$ cat src/rtl/scs_pkg.sv
// Shared types and constants of the Annex B start code scanner.
// Used by the front, the queue, the back and the top level.
package scs_pkg;

    localparam int OFFSET_BITS_DEF = 32;
    localparam int Q_DEPTH         = 2;
    localparam int CFG_IDX_BITS    = 2;
    localparam int CFG_DATA_BITS   = 32;

    localparam logic [31:0] START_CODE    = 32'h0000_0001;
    localparam logic [4:0]  NAL_TYPE_MIN  = 5'd1;
    localparam logic [4:0]  NAL_TYPE_MAX  = 5'd12;
    localparam logic [4:0]  NAL_TYPE_SPS  = 5'd7;
    localparam logic [4:0]  NAL_TYPE_IDR  = 5'd5;

    localparam logic [31:0] MAX_SCAN_RST  = 32'd2097152000;
    localparam logic [31:0] GAP_LIMIT_RST = 32'd2162556;

    localparam logic [CFG_IDX_BITS-1:0] CFG_MAX_SCAN  = 2'd0;
    localparam logic [CFG_IDX_BITS-1:0] CFG_GAP_LIMIT = 2'd1;

    typedef enum logic [1:0] {
        STOP_END  = 2'd0,
        STOP_SCAN = 2'd1,
        STOP_GAP  = 2'd2
    } t_stop_reason;

    typedef struct packed {
        logic start;
        logic last;
        logic valid_nal;
        logic sps;
        logic idr;
    } t_cls;

endpackage

$ cat src/rtl/scs_front.sv
// Front end: accepts bytes, tracks the four-byte window and classifies
// NAL headers. Depends on scs_pkg; pushes into scs_fifo.
module scs_front (
    input  logic          i_clk,
    input  logic          i_rst_n,
    input  logic          i_in_valid,
    output logic          o_in_stall,
    input  logic [7:0]    i_data_byte,
    input  logic          i_start_flag,
    input  logic          i_end_flag,
    input  logic          i_q_full,
    output logic          o_push,
    output scs_pkg::t_cls o_cls
);
    import scs_pkg::*;

    logic [31:0] r_recent;
    logic [31:0] n_recent;
    logic [31:0] window;
    logic [4:0]  hdr_type;
    logic        hdr_ok;

    assign o_in_stall = i_q_full;
    assign o_push     = i_in_valid && !i_q_full;

    always_comb begin
        window   = i_start_flag ? '1 : r_recent;
        hdr_type = i_data_byte[4:0];
        hdr_ok   = (window == START_CODE) && (hdr_type >= NAL_TYPE_MIN)
                   && (hdr_type <= NAL_TYPE_MAX);
        n_recent = {window[23:0], i_data_byte};
        o_cls.start     = i_start_flag;
        o_cls.last      = i_end_flag;
        o_cls.valid_nal = hdr_ok;
        o_cls.sps       = hdr_ok && (hdr_type == NAL_TYPE_SPS);
        o_cls.idr       = hdr_ok && (hdr_type == NAL_TYPE_IDR);
    end

    always_ff @(posedge i_clk) begin
        if (!i_rst_n) begin
            r_recent <= '1;
        end else if (o_push) begin
            r_recent <= n_recent;
        end
    end

endmodule

$ cat src/rtl/scs_fifo.sv
// Short queue of classified bytes between front and back.
// Depends on scs_pkg for the entry type and depth.
module scs_fifo (
    input  logic          i_clk,
    input  logic          i_rst_n,
    input  logic          i_push,
    input  scs_pkg::t_cls i_wdata,
    input  logic          i_pop,
    output logic          o_valid,
    output logic          o_full,
    output scs_pkg::t_cls o_rdata
);
    import scs_pkg::*;

    localparam int AW = (Q_DEPTH > 1) ? $clog2(Q_DEPTH) : 1;
    localparam int CW = $clog2(Q_DEPTH + 1);

    t_cls          r_mem [Q_DEPTH];
    logic [AW-1:0] r_wp;
    logic [AW-1:0] r_rp;
    logic [CW-1:0] r_cnt;
    logic [AW-1:0] n_wp;
    logic [AW-1:0] n_rp;

    assign o_valid = (r_cnt != '0);
    assign o_full  = (r_cnt == CW'(Q_DEPTH));
    assign o_rdata = r_mem[r_rp];

    always_comb begin
        n_wp = (r_wp == AW'(Q_DEPTH - 1)) ? '0 : r_wp + AW'(1);
        n_rp = (r_rp == AW'(Q_DEPTH - 1)) ? '0 : r_rp + AW'(1);
    end

    always_ff @(posedge i_clk) begin
        if (i_push) begin
            r_mem[r_wp] <= i_wdata;
        end
    end

    always_ff @(posedge i_clk) begin
        if (!i_rst_n) begin
            r_wp  <= '0;
            r_rp  <= '0;
            r_cnt <= '0;
        end else begin
            if (i_push) begin
                r_wp <= n_wp;
            end
            if (i_pop) begin
                r_rp <= n_rp;
            end
            if (i_push && !i_pop) begin
                r_cnt <= r_cnt + CW'(1);
            end else if (!i_push && i_pop) begin
                r_cnt <= r_cnt - CW'(1);
            end
        end
    end

endmodule

$ cat src/rtl/scs_back.sv
// Back end: scan state, offset and gap counters, stop tests and the
// result register; holds the configuration registers. Depends on scs_pkg.
module scs_back #(
    parameter int OFFSET_BITS = scs_pkg::OFFSET_BITS_DEF
) (
    input  logic                               i_clk,
    input  logic                               i_rst_n,
    input  logic                               i_cfg_valid,
    output logic                               o_cfg_ready,
    input  logic [scs_pkg::CFG_IDX_BITS-1:0]   i_cfg_index,
    input  logic [scs_pkg::CFG_DATA_BITS-1:0]  i_cfg_data,
    input  logic                               i_q_valid,
    input  scs_pkg::t_cls                      i_cls,
    output logic                               o_pop,
    output logic                               o_out_valid,
    input  logic                               i_out_stall,
    output logic [31:0]                        o_carved_size,
    output logic                               o_saw_sps,
    output logic                               o_saw_idr,
    output logic [1:0]                         o_stop_reason
);
    import scs_pkg::*;

    localparam int CW = (OFFSET_BITS > 32) ? OFFSET_BITS : 32;

    logic [31:0]            r_max_scan;
    logic [31:0]            r_gap_limit;
    logic                   r_active;
    logic [OFFSET_BITS-1:0] r_off;
    logic [OFFSET_BITS-1:0] r_gap;
    logic [OFFSET_BITS-1:0] r_last;
    logic                   r_sps;
    logic                   r_idr;
    logic                   r_out_valid;
    logic [31:0]            r_carved;
    logic                   r_out_sps;
    logic                   r_out_idr;
    t_stop_reason           r_reason;

    logic                   act;
    logic [OFFSET_BITS-1:0] off_base;
    logic [OFFSET_BITS-1:0] gap_base;
    logic [OFFSET_BITS-1:0] last_base;
    logic [OFFSET_BITS-1:0] n_off;
    logic [OFFSET_BITS-1:0] n_gap;
    logic [OFFSET_BITS-1:0] n_last;
    logic                   n_sps;
    logic                   n_idr;
    logic [CW-1:0]          e_last;
    logic                   hit_max;
    logic                   hit_gap;
    logic                   stop;
    t_stop_reason           n_reason;
    logic                   take;

    assign o_cfg_ready   = 1'b1;
    assign o_pop         = i_q_valid && (!r_out_valid || !i_out_stall);
    assign o_out_valid   = r_out_valid;
    assign o_carved_size = r_carved;
    assign o_saw_sps     = r_out_sps;
    assign o_saw_idr     = r_out_idr;
    assign o_stop_reason = r_reason;

    always_comb begin
        act       = i_cls.start || r_active;
        off_base  = i_cls.start ? '0 : r_off;
        gap_base  = i_cls.start ? '0 : r_gap;
        last_base = i_cls.start ? '0 : r_last;
        n_sps     = (!i_cls.start && r_sps) || i_cls.sps;
        n_idr     = (!i_cls.start && r_idr) || i_cls.idr;
        n_off     = (off_base == '1) ? off_base : off_base + OFFSET_BITS'(1);
        n_gap     = i_cls.valid_nal ? '0 : gap_base + OFFSET_BITS'(1);
        n_last    = i_cls.valid_nal ? off_base + OFFSET_BITS'(1) : last_base;
        e_last    = CW'(n_last);
        hit_max   = (CW'(n_off) >= CW'(r_max_scan)) || (n_off == '1);
        hit_gap   = CW'(n_gap) > CW'(r_gap_limit);
        stop      = i_cls.last || hit_max || hit_gap;
        priority if (i_cls.last) begin
            n_reason = STOP_END;
        end else if (hit_max) begin
            n_reason = STOP_SCAN;
        end else begin
            n_reason = STOP_GAP;
        end
        take = o_pop && act;
    end

    always_ff @(posedge i_clk) begin
        if (!i_rst_n) begin
            r_max_scan  <= MAX_SCAN_RST;
            r_gap_limit <= GAP_LIMIT_RST;
        end else if (i_cfg_valid) begin
            unique case (i_cfg_index)
                CFG_MAX_SCAN:  r_max_scan  <= i_cfg_data;
                CFG_GAP_LIMIT: r_gap_limit <= i_cfg_data;
                default: ;
            endcase
        end
    end

    always_ff @(posedge i_clk) begin
        if (!i_rst_n) begin
            r_active    <= 1'b0;
            r_off       <= '0;
            r_gap       <= '0;
            r_last      <= '0;
            r_sps       <= 1'b0;
            r_idr       <= 1'b0;
            r_out_valid <= 1'b0;
        end else begin
            if (take) begin
                r_active <= !stop;
                r_off    <= n_off;
                r_gap    <= n_gap;
                r_last   <= n_last;
                r_sps    <= n_sps;
                r_idr    <= n_idr;
            end
            if (take && stop) begin
                r_out_valid <= 1'b1;
            end else if (!i_out_stall) begin
                r_out_valid <= 1'b0;
            end
        end
    end

    always_ff @(posedge i_clk) begin
        if (take && stop) begin
            r_carved  <= (n_sps && n_idr) ? e_last[31:0] : 32'd0;
            r_out_sps <= n_sps;
            r_out_idr <= n_idr;
            r_reason  <= n_reason;
        end
    end

    a_carve_needs_both: assert property (@(posedge i_clk) disable iff (!i_rst_n)
        r_out_valid && (r_carved != 32'd0) |-> r_out_sps && r_out_idr)
        else $error("carved size without SPS and IDR");

    a_gap_within_off: assert property (@(posedge i_clk) disable iff (!i_rst_n)
        r_active |-> (r_gap <= r_off))
        else $error("gap counter exceeds offset");

    a_stop_ends_scan: assert property (@(posedge i_clk) disable iff (!i_rst_n)
        take && stop |=> !r_active && r_out_valid)
        else $error("scan still active after stop");

    a_no_pop_on_stalled_result: assert property (@(posedge i_clk) disable iff (!i_rst_n)
        r_out_valid && i_out_stall |-> !o_pop)
        else $error("queue popped while result stalled");

endmodule

$ cat src/rtl/h264_start_code_carve_scanner.sv
// Annex B start code scanner for carving: one byte per cycle, save under stall.
// The back end registers a result when it takes the byte that stops the scan.
// Throughput: one byte per cycle through a two-entry queue; the back end
// holds the queue only while a finished result waits under stall.
// Reset: synchronous, active low; scan idle, queue empty, registers at defaults.
module h264_start_code_carve_scanner #(
    parameter int OFFSET_BITS = scs_pkg::OFFSET_BITS_DEF
) (
    input  logic                               i_clk,
    input  logic                               i_rst_n,
    input  logic                               i_in_valid,
    output logic                               o_in_stall,
    input  logic [7:0]                         i_data_byte,
    input  logic                               i_start_flag,
    input  logic                               i_end_flag,
    output logic                               o_out_valid,
    input  logic                               i_out_stall,
    output logic [31:0]                        o_carved_size,
    output logic                               o_saw_sps,
    output logic                               o_saw_idr,
    output logic [1:0]                         o_stop_reason,
    input  logic                               i_cfg_valid,
    output logic                               o_cfg_ready,
    input  logic [scs_pkg::CFG_IDX_BITS-1:0]   i_cfg_index,
    input  logic [scs_pkg::CFG_DATA_BITS-1:0]  i_cfg_data
);
    import scs_pkg::*;

    logic q_full;
    logic q_valid;
    logic push;
    logic pop;
    t_cls w_cls;
    t_cls r_cls;

    scs_front u_front (
        .i_clk        (i_clk),
        .i_rst_n      (i_rst_n),
        .i_in_valid   (i_in_valid),
        .o_in_stall   (o_in_stall),
        .i_data_byte  (i_data_byte),
        .i_start_flag (i_start_flag),
        .i_end_flag   (i_end_flag),
        .i_q_full     (q_full),
        .o_push       (push),
        .o_cls        (w_cls)
    );

    scs_fifo u_fifo (
        .i_clk   (i_clk),
        .i_rst_n (i_rst_n),
        .i_push  (push),
        .i_wdata (w_cls),
        .i_pop   (pop),
        .o_valid (q_valid),
        .o_full  (q_full),
        .o_rdata (r_cls)
    );

    scs_back #(
        .OFFSET_BITS (OFFSET_BITS)
    ) u_back (
        .i_clk         (i_clk),
        .i_rst_n       (i_rst_n),
        .i_cfg_valid   (i_cfg_valid),
        .o_cfg_ready   (o_cfg_ready),
        .i_cfg_index   (i_cfg_index),
        .i_cfg_data    (i_cfg_data),
        .i_q_valid     (q_valid),
        .i_cls         (r_cls),
        .o_pop         (pop),
        .o_out_valid   (o_out_valid),
        .i_out_stall   (i_out_stall),
        .o_carved_size (o_carved_size),
        .o_saw_sps     (o_saw_sps),
        .o_saw_idr     (o_saw_idr),
        .o_stop_reason (o_stop_reason)
    );

endmodule
$ cat config.mk
export PLATFORM = sky130hd
export DESIGN_NAME = h264_start_code_carve_scanner
export DESIGN_NICKNAME = d
export VERILOG_FILES = /design/src/rtl/scs_pkg.sv /design/src/rtl/scs_front.sv /design/src/rtl/scs_fifo.sv /design/src/rtl/scs_back.sv /design/src/rtl/h264_start_code_carve_scanner.sv
export SDC_FILE = /design/constraint.sdc
export NUM_CORES = 1
export LEC_CHECK = 0
export BUFFER_PORTS_ARGS = -buffer_cell sky130_fd_sc_hd__buf_2
export CAP_MARGIN = 20
export CORE_ASPECT_RATIO = 1.2
export CORE_MARGIN = 5
export CORE_UTILIZATION = 64
export CTS_BUF_LIST = sky130_fd_sc_hd__clkbuf_8 sky130_fd_sc_hd__clkbuf_16
export DETAILED_ROUTE_END_ITERATION = 8
export MAX_ROUTING_LAYER = met4
export PLACE_DENSITY = 0.89
export REMOVE_ABC_BUFFERS = 1
export SETUP_SLACK_MARGIN = 0.02
export SKIP_CTS_REPAIR_TIMING = 1
export SYNTH_ARGS = -nofsm -noshare
export SYNTH_HDL_FRONTEND = slang
export SYNTH_SLANG_ARGS = --single-unit
$ cat constraint.sdc
create_clock -name i_clk -period 11.72 [get_ports i_clk]
set_clock_uncertainty 0.1 [all_clocks]
set_input_delay 2.344 -clock i_clk [delete_from_list [all_inputs] [get_ports i_clk]]
set_output_delay 2.344 -clock i_clk [all_outputs]
set_load 0.03 [all_outputs]
==> results.ini <==
[run_status]
status=completed

[logic_synthesis]
syn-mean-instance-area_sq_um=8.29
ys_warn_count=0
synth_edf_count=46
synth_seq_area_share=0.415
ys_seq_elements=247
synth_async_sr_flop_share=0
ys.flop_type=dfxtp_1
synth_area_sq_um=13000
syn_inst=1570
yosysUniqueCellTypes=63

[clock_tree]
cts_tree=built
htree_levels=1
cts_root_buffer=clkbuf_16
cts.sinks=247
cts_buffers=25
clockBufferDepth=3
clock_latency_ps=530
clk_pin_slew_ps=60

[hold_path]
hold-path-endpoint=u_back.r_max_scan[14]
hp-class=reg -> reg
whs_path_depth=2
worstHoldStart=u_back.r_max_scan[14]

[cells_and_area]
post-route-util=0.714
syn_to_final_growth_pct=10.2
fillers=1547
nNetsFinal=1716
drive_above_1_share=0.104

[global_routing]
grt-ovfl-total=0
grt_pass1_vias=11061
track_usage=0.290
grt_max_degree=123
antenna_found_initial=1
grt_first_pass_wirelength_mm=55.3

[route]
firstDrtPassIters=6
vias_per_cell=6.16
routedWlPerCell_um=18.2
wirelength_mm=34.3
postRouteAntennaNets=0
first_iter_violations=1188
drc=0
via_count=11605

[setup_path]
cp-start-kind=flop
crit_required_ps=11830
crit_path_end_kind=flop
crit_path_max_fanout=30
rrSetupSlack_ps=5110
r2r-end=u_back.o_carved_size[4]
arrival_ps=6720
r2r_cells=19
critPathKind=reg -> reg

[timing]
hold_viol_final=0
finalSetupTns_ps=0
fin_crit_ps=6610
post-route-period-util=0.564
rsz0062_at_grt=false
clock.fmax_mhz=151
worst_pin_slew_ps=1060
slew-limit-headroom=0.295
whs_ps=368
slew_violations=0
setup_viol=0

[floorplan]
start_util=0.647
design.core.area_sq_um=20100
die_height_um=166
die_w_um=140
rows=57
ios=88
die_area_sq_um=23300

[run]
cap_viol_max_count=0

[pwr]
ir_drop_mv=0.154
p_sw_mw=1.01
pwr-share-clk=0.287
p_leak_nw=5.58
switching_share=0.379
seqPwrFrac=0.399
total_power_mw=2.68
internal_power_mw=1.66
combPwrFrac=0.314
power_density_nw_per_um2=186

[placement]
port_buffers=86
globalplace.congestion=0.969
place_hpwl_mm=23.6

[worst max-delay path, stage by stage, from the launching register on]
cell and delay [ps]:
dfxtp_1 580, mux2i_4 660, buf_4 380, nand2_1 170, inv_1 120, ha_1 240
nand3_2 210, nor3_1 510, nand3_1 720, o21ai_0 430, ha_1 210, and3_1 170
nand4_1 170, nor4_1 320, o21a_1 170, o31a_1 150, nor3_1 70, o31a_1 190
a21oi_4 410, buf_12 260
[how the worst max path moves through the flow]
stage	startpoint	endpoint	slack (ps)	cells past startpoint
CTS	flop	u_back.o_carved_size[4]	4790	18
global placement	flop	u_back.o_carved_size[0]	5140	19
detailed placement	flop	u_back.o_carved_size[1]	4810	18
global route	flop	u_back.o_carved_size[4]	4680	19
finish	flop	u_back.o_carved_size[4]	5110	19
floorplan	flop	u_back.o_carved_size[0]	4070	18
[layout by cell type, fill, tap and decap left out, drive strengths merged, types with 12 or more instances in the layout]
master  netlist  final
nor3b        26     26
inv          76     82
nor2b        44     44
nand4        29     29
a21boi       69     69
ha           67     67
and3         14     14
buf          14    100
edfxtp       46     46
nand2       238    238
a21o         16     16
nor2        166    166
xor2         25     25
nor4         22     22
dfxtp       201    201
a21oi        38     38
xnor2        26     26
a22oi        56     56
nor3         49     49
clkbuf       83     28
and2         15     15
o21ai        59     59
nand3        49     49
o211ai       25     25
or2          12     12
[power groups by stage]
stage,Sequential [mW],Clock (mW),Combinational [mW]
5_1_grt,1.08,0.815,0.913
3_3_place_gp,1.08,0,0.790
6_report,1.07,0.768,0.840
2_1_floorplan,1.11,0,0.498
3_5_place_dp,1.08,0,0.809
4_1_cts,1.07,0.777,0.815
[cells by family after synthesis]
kind of cell	after synthesis	share of synthesized area
DFF	247	0.415
other	1	0.000288
and+or+nand+nor	713	0.263
buffers and inverters	173	0.0517
adders and majority gates	67	0.0644
xor gates and xnor gates	51	0.0343
AOI/OAI and AO/OA	309	0.163
muxes	9	0.00759
[cells in the mapped netlist (3+ instances only)]
cell type	count	area, sq um
nand2_1	238	893
dfxtp_1	201	4020
nor2_1	166	623
clkbuf_1	83	312
inv_1	76	285
a21boi_0	69	518
ha_1	67	838
o21ai_0	58	290
a22oi_1	56	420
nor3_1	49	245
nand3_1	48	240
edfxtp_1	46	1380
nor2b_1	44	275
a21oi_1	37	185
nand4_1	28	175
nor3b_1	26	195
xnor2_1	26	228
o211ai_1	25	188
xor2_1	25	219
nor4_1	22	138
a21o_1	16	120
and2_1	15	93.8
and3_1	14	87.6
or2_2	12	75.1
and4_1	11	96.3
or3_1	11	68.8
or4_1	11	82.6
o21a_1	10	75.1
nand2b_1	9	56.3
a211oi_1	7	52.6
buf_1	7	26.3
o31ai_1	6	45.0
mux2i_1	5	50.1
o211a_1	5	50.1
buf_2	4	20.0
a31oi_1	3	18.8
mux2_2	3	33.8
[registers in the layout, indices dropped and copies added (netlist names), 2 cells and up, named ones only]
| signal | flops |
|---|---|
| u_back.o_carved_size | 32 |
| u_back.o_stop_reason | 2 |
| u_back.r_gap | 32 |
| u_back.r_gap_limit | 32 |
| u_back.r_last | 32 |
| u_back.r_max_scan | 32 |
| u_back.r_off | 32 |
| u_fifo.r_cnt | 2 |
| u_fifo.r_mem | 10 |
| u_front.r_recent | 32 |
[cell type report]
type                       count  area [sq um]  share of cell area
timing repair buffer         100           568              0.0396
antenna                        1          2.50            0.000174
tap                          265           332              0.0231
sequential                   247          5410               0.377
multi-input combinational   1150          6980               0.486
clock buffer                  28           667              0.0465
inverter                      76           285              0.0199
clock inverter                17           114             0.00793
[routing by layer]
metal,global-route usage,part of all wire,vias up
met1,0.354,0.40,5488
met5,-,0,-
met4,0.119,0.046,0
li1,-,-,5537
met2,0.486,0.49,476
met3,0.0349,0.065,104
[metrics by stage]
stage | worst slack [ps] | cell area (sq um) | std cells
finish | 5110 | 14400 | 1884
global route | 4680 | 14400 | 1884
floorplan | 4070 | 12600 | 1473
CTS | 4790 | 14300 | 1881
global placement | 5140 | 13500 | 1835
detailed placement | 4810 | 13500 | 1836
Note: power is estimated with default switching activity, not from simulation.
